$ cat src/sv/tdm_pkg.sv
// constants for the tone divider to midi converter
// no dependencies; imported by tone_divider_to_midi
`default_nettype none

package tdm_pkg;

  // default configuration of the block
  localparam int CHANNELS_DEF     = 4;
  localparam int DIVIDER_BITS_DEF = 14;

  // log2 datapath: q30 mantissa in [1,2), 16 fraction bits
  localparam int MANT_W    = 31;
  localparam int FRAC_BITS = 16;
  localparam int NOTE_W    = 24;

  // 65536 * (69 + 12*log2(781250/440)), note offset in q16
  localparam logic [NOTE_W-1:0] NOTE_K_Q16 = 24'd13010782;

  // midi status bases
  localparam logic [7:0] ST_NOTE_OFF = 8'h80;
  localparam logic [7:0] ST_NOTE_ON  = 8'h90;
  localparam logic [7:0] ST_BEND     = 8'he0;

  // register reset values
  localparam logic [7:0] NOTE_LIMIT_RST = 8'd90;
  localparam logic [6:0] VELOCITY_RST   = 7'd127;

  // register index, taken from paddr[2]
  localparam logic REG_NOTE_LIMIT = 1'b0;
  localparam logic REG_VELOCITY   = 1'b1;

  // output word: status, data_one, data_two packed into 3 bytes
  localparam int OUT_W = 24;

endpackage

`default_nettype wire

$ cat src/sv/tone_divider_to_midi.sv
// tone divider to midi converter: log2 by repeated squaring, note store in a ram
// depends on tdm_pkg
// sequence: an accepted word passes S_LOAD, the squaring steps in S_LOG, S_CALC and
//   S_DECIDE (a zero divider skips S_LOG and S_CALC); messages then leave one per cycle while m_tready is high
// throughput: a new input word is taken only in S_IDLE, once the last one is through; the
//   16 squaring steps run one after another on the single 31x31 multiplier
// reset: synchronous, active high; clears the control state, the note valid
//   bits (all stored notes read as 0) and loads note_limit 90, velocity 127
`default_nettype none

module tone_divider_to_midi
  import tdm_pkg::*;
#(
  parameter int CHANNELS     = CHANNELS_DEF,
  parameter int DIVIDER_BITS = DIVIDER_BITS_DEF
) (
  input  wire logic                  clk,
  input  wire logic                  rst,
  // input stream: [1:0] channel, [DIVIDER_BITS+1:2] divider, rest zero
  input  wire logic                  s_tvalid,
  output logic                       s_tready,
  input  wire logic [((DIVIDER_BITS+2+7)/8)*8-1:0] s_tdata,
  // output stream: [7:0] status, [14:8] data_one, [21:15] data_two, rest zero
  output logic                       m_tvalid,
  input  wire logic                  m_tready,
  output logic [OUT_W-1:0]           m_tdata,
  output logic                       m_tlast,
  // configuration port
  input  wire logic                  psel,
  input  wire logic                  penable,
  input  wire logic                  pwrite,
  input  wire logic [2:0]            paddr,
  input  wire logic [31:0]           pwdata,
  output logic [31:0]                prdata,
  output logic                       pready
);

  localparam int CH_AW = (CHANNELS > 1) ? $clog2(CHANNELS) : 1;
  localparam int E_W   = $clog2(DIVIDER_BITS);

  typedef enum logic [5:0] {
    S_IDLE   = 6'b000001,
    S_LOAD   = 6'b000010,
    S_LOG    = 6'b000100,
    S_CALC   = 6'b001000,
    S_DECIDE = 6'b010000,
    S_SEND   = 6'b100000
  } state_t;

  state_t state;

  // configuration registers
  logic [7:0] note_limit;
  logic [6:0] velocity;
  logic       cfg_wr;

  assign pready = 1'b1;
  assign cfg_wr = psel & penable & pwrite;

  always_ff @(posedge clk) begin
    if (rst) begin
      note_limit <= NOTE_LIMIT_RST;
      velocity   <= VELOCITY_RST;
    end else if (cfg_wr) begin
      unique case (paddr[2])
        REG_NOTE_LIMIT: note_limit <= pwdata[7:0];
        REG_VELOCITY:   velocity   <= pwdata[6:0];
        default: ;
      endcase
    end
  end

  always_comb begin
    unique case (paddr[2])
      REG_NOTE_LIMIT: prdata = {24'd0, note_limit};
      REG_VELOCITY:   prdata = {25'd0, velocity};
      default:        prdata = 32'd0;
    endcase
  end

  // input word fields
  logic [1:0]              in_ch;
  logic [DIVIDER_BITS-1:0] in_div;
  logic                    in_acc;

  assign in_ch    = s_tdata[1:0];
  assign in_div   = s_tdata[DIVIDER_BITS+1:2];
  assign s_tready = (state == S_IDLE);
  assign in_acc   = s_tvalid & s_tready;

  // note store: ram of the last note played on each channel, valid bits make unwritten entries read 0
  logic [7:0]          note_mem [CHANNELS];
  logic [CHANNELS-1:0] note_vld;
  logic [7:0]          rd_note;
  logic                rd_vld;
  logic [CH_AW-1:0]    in_addr;
  logic [CH_AW-1:0]    addr;
  logic                mem_we;
  logic [7:0]          note;

  assign in_addr = CH_AW'(in_ch);

  always_ff @(posedge clk) begin
    if (in_acc) begin
      rd_note <= note_mem[in_addr];
    end
    if (mem_we) begin
      note_mem[addr] <= note;
    end
  end

  always_ff @(posedge clk) begin
    if (rst) begin
      note_vld <= '0;
      rd_vld   <= 1'b0;
    end else begin
      if (in_acc) begin
        rd_vld <= note_vld[in_addr];
      end
      if (mem_we) begin
        note_vld[addr] <= 1'b1;
      end
    end
  end

  // held item
  logic [1:0]              ch;
  logic [DIVIDER_BITS-1:0] div;
  logic                    ch_ok;

  always_ff @(posedge clk) begin
    if (in_acc) begin
      ch    <= in_ch;
      div   <= in_div;
      addr  <= in_addr;
      ch_ok <= (5'(in_ch) < 5'(CHANNELS));
    end
  end

  // leading one of the divider gives the integer part of log2
  logic [E_W-1:0] lead;

  always_comb begin
    lead = '0;
    for (int i = 0; i < DIVIDER_BITS; i++) begin
      if (div[i]) lead = E_W'(i);
    end
  end

  logic [MANT_W-1:0]   div_ext;
  logic [4:0]          shamt;
  logic [MANT_W-1:0]   mant;
  logic [E_W-1:0]      expo;
  logic [FRAC_BITS-1:0] frac;
  logic [3:0]          step;
  logic [2*MANT_W-1:0] sq;
  logic [MANT_W:0]     sq_hi;

  assign div_ext = MANT_W'(div);
  assign shamt   = 5'(MANT_W - 1) - 5'(lead);
  assign sq      = mant * mant;
  assign sq_hi   = sq[2*MANT_W-1:MANT_W-1];

  // note in q12 from 12*log2 in q16
  logic [NOTE_W-1:0] lg;
  logic [NOTE_W-1:0] t12;
  logic [NOTE_W-1:0] diff;
  logic [19:0]       q12;

  assign lg   = NOTE_W'({expo, frac});
  assign t12  = (lg << 3) + (lg << 2);
  assign diff = NOTE_K_Q16 - t12;
  assign q12  = (t12 > NOTE_K_Q16) ? 20'd0 : diff[NOTE_W-1:4];

  logic [13:0] bend;
  logic [7:0]  old_note;
  logic        play;
  logic [7:0]  cur_old;
  logic        cur_play;
  logic [1:0]  msg;
  logic        msg_last;
  logic        out_free;

  assign cur_old  = rd_vld ? rd_note : 8'd0;
  assign cur_play = (div != '0) && (note < note_limit);
  assign mem_we   = (state == S_DECIDE) && ch_ok && (cur_old != note) && cur_play;
  assign out_free = !m_tvalid || m_tready;
  assign msg_last = (msg == 2'd2) || ((msg == 2'd0) && !play);

  // sequencer
  always_ff @(posedge clk) begin
    if (rst) begin
      state <= S_IDLE;
      msg   <= 2'd0;
    end else begin
      unique case (state)
        S_IDLE: begin
          if (in_acc) state <= S_LOAD;
        end
        S_LOAD: begin
          state <= (div == '0) ? S_DECIDE : S_LOG;
        end
        S_LOG: begin
          if (step == 4'(FRAC_BITS - 1)) state <= S_CALC;
        end
        S_CALC: begin
          state <= S_DECIDE;
        end
        S_DECIDE: begin
          msg <= 2'd0;
          if (ch_ok && (cur_old != note)) begin
            state <= S_SEND;
          end else begin
            state <= S_IDLE;
          end
        end
        S_SEND: begin
          if (out_free) begin
            msg <= msg + 2'd1;
            if (msg_last) state <= S_IDLE;
          end
        end
        default: state <= S_IDLE;
      endcase
    end
  end

  // log2 datapath: mantissa load, squaring steps, note and bend, old note and play flag
  always_ff @(posedge clk) begin
    unique case (state)
      S_LOAD: begin
        mant <= div_ext << shamt;
        expo <= lead;
        frac <= '0;
        step <= 4'd0;
        note <= 8'd0;
      end
      S_LOG: begin
        step <= step + 4'd1;
        if (sq_hi[MANT_W]) begin
          mant <= sq_hi[MANT_W:1];
          frac <= {frac[FRAC_BITS-2:0], 1'b1};
        end else begin
          mant <= sq_hi[MANT_W-1:0];
          frac <= {frac[FRAC_BITS-2:0], 1'b0};
        end
      end
      S_CALC: begin
        note <= q12[19:12];
        bend <= {2'b10, q12[11:0]};
      end
      S_DECIDE: begin
        old_note <= cur_old;
        play     <= cur_play;
      end
      default: ;
    endcase
  end

  // output register
  logic [7:0] st_base;
  logic [6:0] d_one;
  logic [6:0] d_two;

  always_comb begin
    case (msg)
      2'd0: begin
        st_base = ST_NOTE_OFF;
        d_one   = old_note[6:0];
        d_two   = 7'd0;
      end
      2'd1: begin
        st_base = ST_NOTE_ON;
        d_one   = note[6:0];
        d_two   = velocity;
      end
      default: begin
        st_base = ST_BEND;
        d_one   = bend[6:0];
        d_two   = bend[13:7];
      end
    endcase
  end

  always_ff @(posedge clk) begin
    if (rst) begin
      m_tvalid <= 1'b0;
    end else if (state == S_SEND && out_free) begin
      m_tvalid <= 1'b1;
    end else if (m_tready) begin
      m_tvalid <= 1'b0;
    end
  end

  always_ff @(posedge clk) begin
    if (state == S_SEND && out_free) begin
      m_tdata <= {2'b00, d_two, d_one, st_base + 8'(ch)};
      m_tlast <= msg_last;
    end
  end

endmodule

`default_nettype wire
$ cat config.mk
export PLATFORM = sky130hd
export DESIGN_NAME = tone_divider_to_midi
export DESIGN_NICKNAME = d
export VERILOG_FILES = /design/src/sv/tdm_pkg.sv /design/src/sv/tone_divider_to_midi.sv
export SDC_FILE = /design/constraint.sdc
export NUM_CORES = 2
export LEC_CHECK = 0
export BUFFER_PORTS_ARGS = -buffer_cell sky130_fd_sc_hd__buf_2
export CORE_MARGIN = 2
export CORE_UTILIZATION = 30
export DETAILED_ROUTE_END_ITERATION = 10
export HOLD_SLACK_MARGIN = 0.06
export PLACE_DENSITY = 0.42
export RECOVER_POWER = 25
export SYNTH_ARGS = -nofsm -noshare
export SYNTH_HDL_FRONTEND = slang
export SYNTH_SLANG_ARGS = --single-unit
$ cat constraint.sdc
create_clock -name clk -period 10.1 [get_ports clk]
set_input_delay 0.505 -clock clk [delete_from_list [all_inputs] [get_ports clk]]
set_output_delay 0.505 -clock clk [all_outputs]
set_load 0.02 [all_outputs]
; Yosys cells after proc, flatten, opt, wreduce, memory -nomap -nowiden
; Memories as Yosys holds them, arrays and structs flattened. A register that Yosys moved wholly into a read port is not among the register bits.
; Cells that the tools add are included.
[classes]
add_sub_neg = 6
mul = 1
magnitude_cmp = 5
eq_ne = 14
n_shift = 1
mux = 42
bitwise = 5
reduce_logical = 21
[ops]
columns = cell, count
row1 = one-hot mux 32 bit (2 select lines), 1
row2 = multiplier 31 x 31 -> 62 bit, 1
row3 = one-hot mux 31 bit (2 select lines), 1
row4 = two-way mux 4 bit, 12
row5 = one-hot mux 7 bit (2 select lines), 3
row6 = one-hot mux 6 bit (6 select lines), 1
row7 = one-hot mux 16 bit (2 select lines), 1
row8 = two-way mux 31 bit, 1
row9 = left shift 14 x 5 -> 31 bit, 1
row10 = two-way mux 6 bit, 5
row11 = adder 23 x 22 -> 24 bit, 1
row12 = "> comparator 24 bit, second input constant", 1
row13 = "subtractor 24 bit, first input constant", 1
row14 = two-way mux 20 bit, 1
row15 = one-hot mux 8 bit (2 select lines), 1
row16 = logical NOT 14 bit, 1
row17 = nonzero test 14 bit, 1
row18 = adder 8 x 2 -> 8 bit, 1
row19 = less-than comparator 8 bit, 1
row20 = two-way mux 1 bit, 8
row21 = two-way mux 8 bit, 1
row22 = inequality test 8 bit, 1
row23 = one-hot mux 4 bit (2 select lines), 1
row24 = nonzero test 2 bit, 4
row25 = 30 further kinds, 44
[totals]
register_bits = 151
ramBits = 32
out_inout_bits = 60
n_memories = 1
[memory_table]
columns = memory, words, width, rd, rd_clocked_by_memory_dff, write_ports, line_no
row1 = note_mem, 4, 8, 1, 1, 1, tone_divider_to_midi.sv:92  ; logic [7:0] note_mem [CHANNELS];

; Depth between registers and ports, before layout
[logic_depth]
ltp_word = 16
depth_mapped = 30
mapped_depth_nobuf = 27

; Worst setup path after synthesis
; Ideal clock, no wire load.
[synth_path]
path_type = register to register
start = register mant[4]
end = register mant[26], data pin
t_arrival_ns = 7.607
slack_ns = 2.232
stages_incl_launch_ff = 28
cell_sequence = edfxtp_1 > clkbuf_1 > clkbuf_1 > nand2_1 > fa_1 > inv_1 > fa_1 > fa_1 > inv_1 > fa_1 > inv_1 > fa_1 > fa_1 > fa_1 > inv_1 > fa_1 > inv_1 > ha_1 > a21o_1 > a2111oi_0 > o21a_1 > o21ai_1 > nand2_1 > a21oi_1 > o31ai_1 > buf_2 > a211oi_1 > a311o_1
[synth_via]
elab_chain_cells = 3
[synth_rtl]
columns = item, line_no
row1 = from (decl), tone_divider_to_midi.sv:152  ; logic [MANT_W-1:0] mant;
row2 = from (signal assigned), tone_divider_to_midi.sv:232  ; mant <= div_ext << shamt;
row3 = from (signal assigned), tone_divider_to_midi.sv:241  ; mant <= sq_hi[MANT_W:1];
row4 = from (signal assigned), tone_divider_to_midi.sv:244  ; mant <= sq_hi[MANT_W-1:0];
row5 = multiplier 31 x 31 -> 62 bit, tone_divider_to_midi.sv:161  ; assign sq = mant * mant;
row6 = two-way mux 31 bit, tone_divider_to_midi.sv:240  ; if (sq_hi[MANT_W]) begin
row7 = one-hot mux 31 bit (2 select lines), tone_divider_to_midi.sv:230  ; unique case (state)
; Every way passes these cells.
; A chain may end at the register's enable or synchronous reset.

; Worst setup path after layout
[layout_path]
start = register mant[4]
end = register mant[24], data pin
; The elaborated chain is that of the path after synthesis.

==> results.py <==
metrics = {
    "synthesis": {
        "yosys_warnings": 0,
        "ys_seq_area_frac": 0.142,
        "ys.flop_type": "edfxtp_1",
        "yosys.cell_count.top_type": "inv_1",
        "avgSynthCellArea_sq_um": 9.71,
        "synth_fa_ha_area_frac": 0.502,
        "yosysUniqueCellTypes": 89,
        "synth_compound_area_frac": 0.0817,
        "synth-xor-area-share": 0.0227,
        "synth_common_cells": "inv_1, fa_1, nand2_1",
        "yosys.area_share.simple": 0.117,
        "synth-edff-count": 158,
        "synthArstFlopShare": 0,
        "yosys_register_bits": 187,
        "synth_top_family_by_area": "adder cells",
        "yosysTopAreaCell": "fa_1",
        "synth_top_cell_area_share": 0.400,
        "netlist_instances": 3851,
        "synthTopCellsByArea": "fa_1, edfxtp_1, ha_1",
        "synth_mux_area_frac": 0.0170,
        "netlist_area_sq_mm": 0.0374,
    },
    "routing": {
        "drt_iter0_drc": 1229,
        "vias_per_cell": 4.57,
        "drc": 0,
        "dr_total_vias": 25212,
        "wl_per_cell_microns": 18.3,
        "firstDrtPassIters": 5,
        "wirelength_microns": 101000,
        "ant_nets": 0,
    },
    "placement": {
        "place_hpwl_microns": 84100,
        "dp.cells": 5483,
        "port_buffers": 61,
        "place_congestion": 0.802,
    },
    "timing": {
        "slew_viol_final": 39,
        "rsz0062_at_grt": "no",
        "max_freq_mhz": 110,
        "skew_ns": 0.0160,
        "min_period_ns": 9.12,
        "worst_pin_slew_ns": 1.66,
        "totalNegativeSetupSlack_ns": 0,
        "min_period_over_period": 0.903,
        "slew_headroom": -0.104,
        "setup_viol": 0,
        "hold_viol_final": 0,
    },
    "floorplanning": {
        "pin_count": 118,
        "core_sq_mm": 0.124,
        "initial_core_util": 0.303,
        "fp.dieArea_sq_mm": 0.128,
        "rows": 129,
        "die_w_microns": 357,
        "die_h_microns": 357,
    },
    "clock_network": {
        "cts_tree": "built",
        "holdBufCountCts": 0,
        "cts_sinks": 187,
        "path_clk_slew_ns": 0.07,
        "cts_setup_buffers": 0,
        "root_buffer": "clkbuf_16",
        "cts_buffers": 17,
        "cts_max_level": 4,
        "clock_latency_ns": 0.45,
        "cts-resized-gates": 0,
        "clockBufferDepth": 2,
    },
    "global_route": {
        "grt.total_usage": 0.165,
        "antenna_found_initial": 1,
        "grt_first_pass_wirelength_microns": 162000,
        "grt.overflow.total": 0,
        "grt_max_degree": 52,
        "grt_pass1_vias": 27803,
    },
    "setup_path": {
        "rrSetupSlack_ns": 0.98,
        "critPathLaunchType": "flip-flop",
        "endpoint_kind": "flip-flop",
        "critPathRequiredTime_ns": 10.29,
        "crit_arrival_ns": 9.32,
        "path_class": "flip-flop to flip-flop",
        "cp_max_fo": 13,
    },
    "outcome": {
        "outcome": "finished with violations",
        "violations": "max-capacitance violations, max-slew violations",
    },
    "job": {
        "max_cap_viol_count": 1,
    },
    "layout": {
        "antenna_cells": 0,
        "nets": 4975,
        "utilization": 0.326,
        "drive_gt1_frac": 0.0547,
        "layout.cells.non_filler": 5515,
        "filler_cell_count": 13148,
        "synthToLayoutAreaGrowth_pct": 7.75,
    },
    "min_path": {
        "hold_class": "primary input to flip-flop",
    },
}
## layer usage
metal / GRT usage / routed length (microns) / vias up
met5: 0 / 0 / -
met4: 0.0197 / 1100 / 0
met3: 0.0133 / 2710 / 46
met2: 0.288 / 50600 / 313
met1: 0.228 / 46500 / 12943
li1: - / - / 11910
## worst paths after layout
path | from | end | cells past startpoint
max | mant[4]$_DFFE_PP_ | mant[24]$_DFFE_PP_ | 22
min | s_tdata[13] | div[11]$_DFFE_PP_ | 1
min reg2reg | note_vld[2]$_SDFFE_PP0P_ | note_vld[2]$_SDFFE_PP0P_ | 2
max reg2reg | mant[4]$_DFFE_PP_ | mant[24]$_DFFE_PP_ | 22
## cells by family (layout without fill, tap and decap cells)
family	Yosys count	after routing
buffers and inverters	1129	1128
adder cells (fa/ha/maj)	1052	1052
AND/OR/NAND/NOR	899	899
AO/OA/AOI/OAI	444	444
flip-flops	187	187
XOR/XNOR	97	97
multiplexers	41	41
other	2	30
## metrics by stage
| step | hold slack [ns] | cell area, sq um | setup slack [ns] |
|---|---|---|---|
| 2_1_floorplan | 0.432 | 37500 | 2.23 |
| 3_3_place_gp | 0.448 | 39700 | 0.950 |
| 3_5_place_dp | 0.460 | 39700 | 1.05 |
| 4_1_cts | 0.210 | 40300 | 0.954 |
| 5_1_grt | 0.221 | 40300 | 0.578 |
| 6_report | 0.235 | 40300 | 0.977 |
## sequential cells by signal, summed over array words and instances, names as in the netlist
signal,count
bend,12
ch,2
div,14
expo,4
frac,16
m_tdata,18
m_tlast,1
m_tvalid,1
mant,31
msg,2
note,8
note_limit,8
note_mem,32
note_vld,4
old_note,7
play,1
rd_note,8
rd_vld,1
state,6
step,4
velocity,7
## placed cells by master (no fill, tap or decap), types with 13 or more instances in the layout
cell       netlist  final
clkbuf_16        0     17
conb_1           2     30
and3_1          18     18
and2_1         221    214
a31oi_1         15     15
a211oi_1        14     14
o21ai_0         60     60
nand4_1         15     15
a21o_1          51     51
nand3_1         42     42
xnor2_1         58     58
mux2i_1         17     17
o211ai_1        18     18
a211o_1         15     15
mux4_2          17     17
o21bai_1        20     20
fa_1           748    748
ha_1           304    304
xor2_1          39     39
nand3b_1        13     13
buf_4           31     79
nor2_1         127    127
nor2b_1         14     14
nand2_1        371    370
buf_2            8     41
a21oi_1        124    124
edfxtp_1       158    158
nor3_1          20     20
clkbuf_1       130     23
dfxtp_1         29     29
inv_1          953    953
## worst max-delay path, stage by stage (launching register included)
cell and delay (ns):
edfxtp_1 0.96, buf_4 0.28, and2_1 0.22, fa_1 0.46, fa_1 0.45, fa_1 0.55
inv_1 0.06, fa_1 0.48, inv_1 0.05, fa_1 0.49, fa_1 0.47, fa_1 0.56
fa_1 0.44, ha_1 0.41, a21oi_1 0.08, o21ai_0 0.32, a21oi_1 0.14, o31ai_1 0.88
a31oi_1 0.33, o21ai_0 0.44, a31oi_1 0.16, xnor2_1 0.22, a311o_1 0.38
## cell type report
class / count / area (sq um) / share of cell area
inverters: 955 / 3580 / 0.0890
repair buffers: 141 / 877 / 0.0218
multi-input cells: 2563 / 27800 / 0.691
clock buffers: 20 / 447 / 0.0111
well taps: 1637 / 2050 / 0.0508
clock inverters: 12 / 179 / 0.00444
flip-flops and latches: 187 / 5330 / 0.132
Power is left out: the tool's default activity adds up to more than one toggle a clock period on the data nets, which glitch-free logic cannot reach.
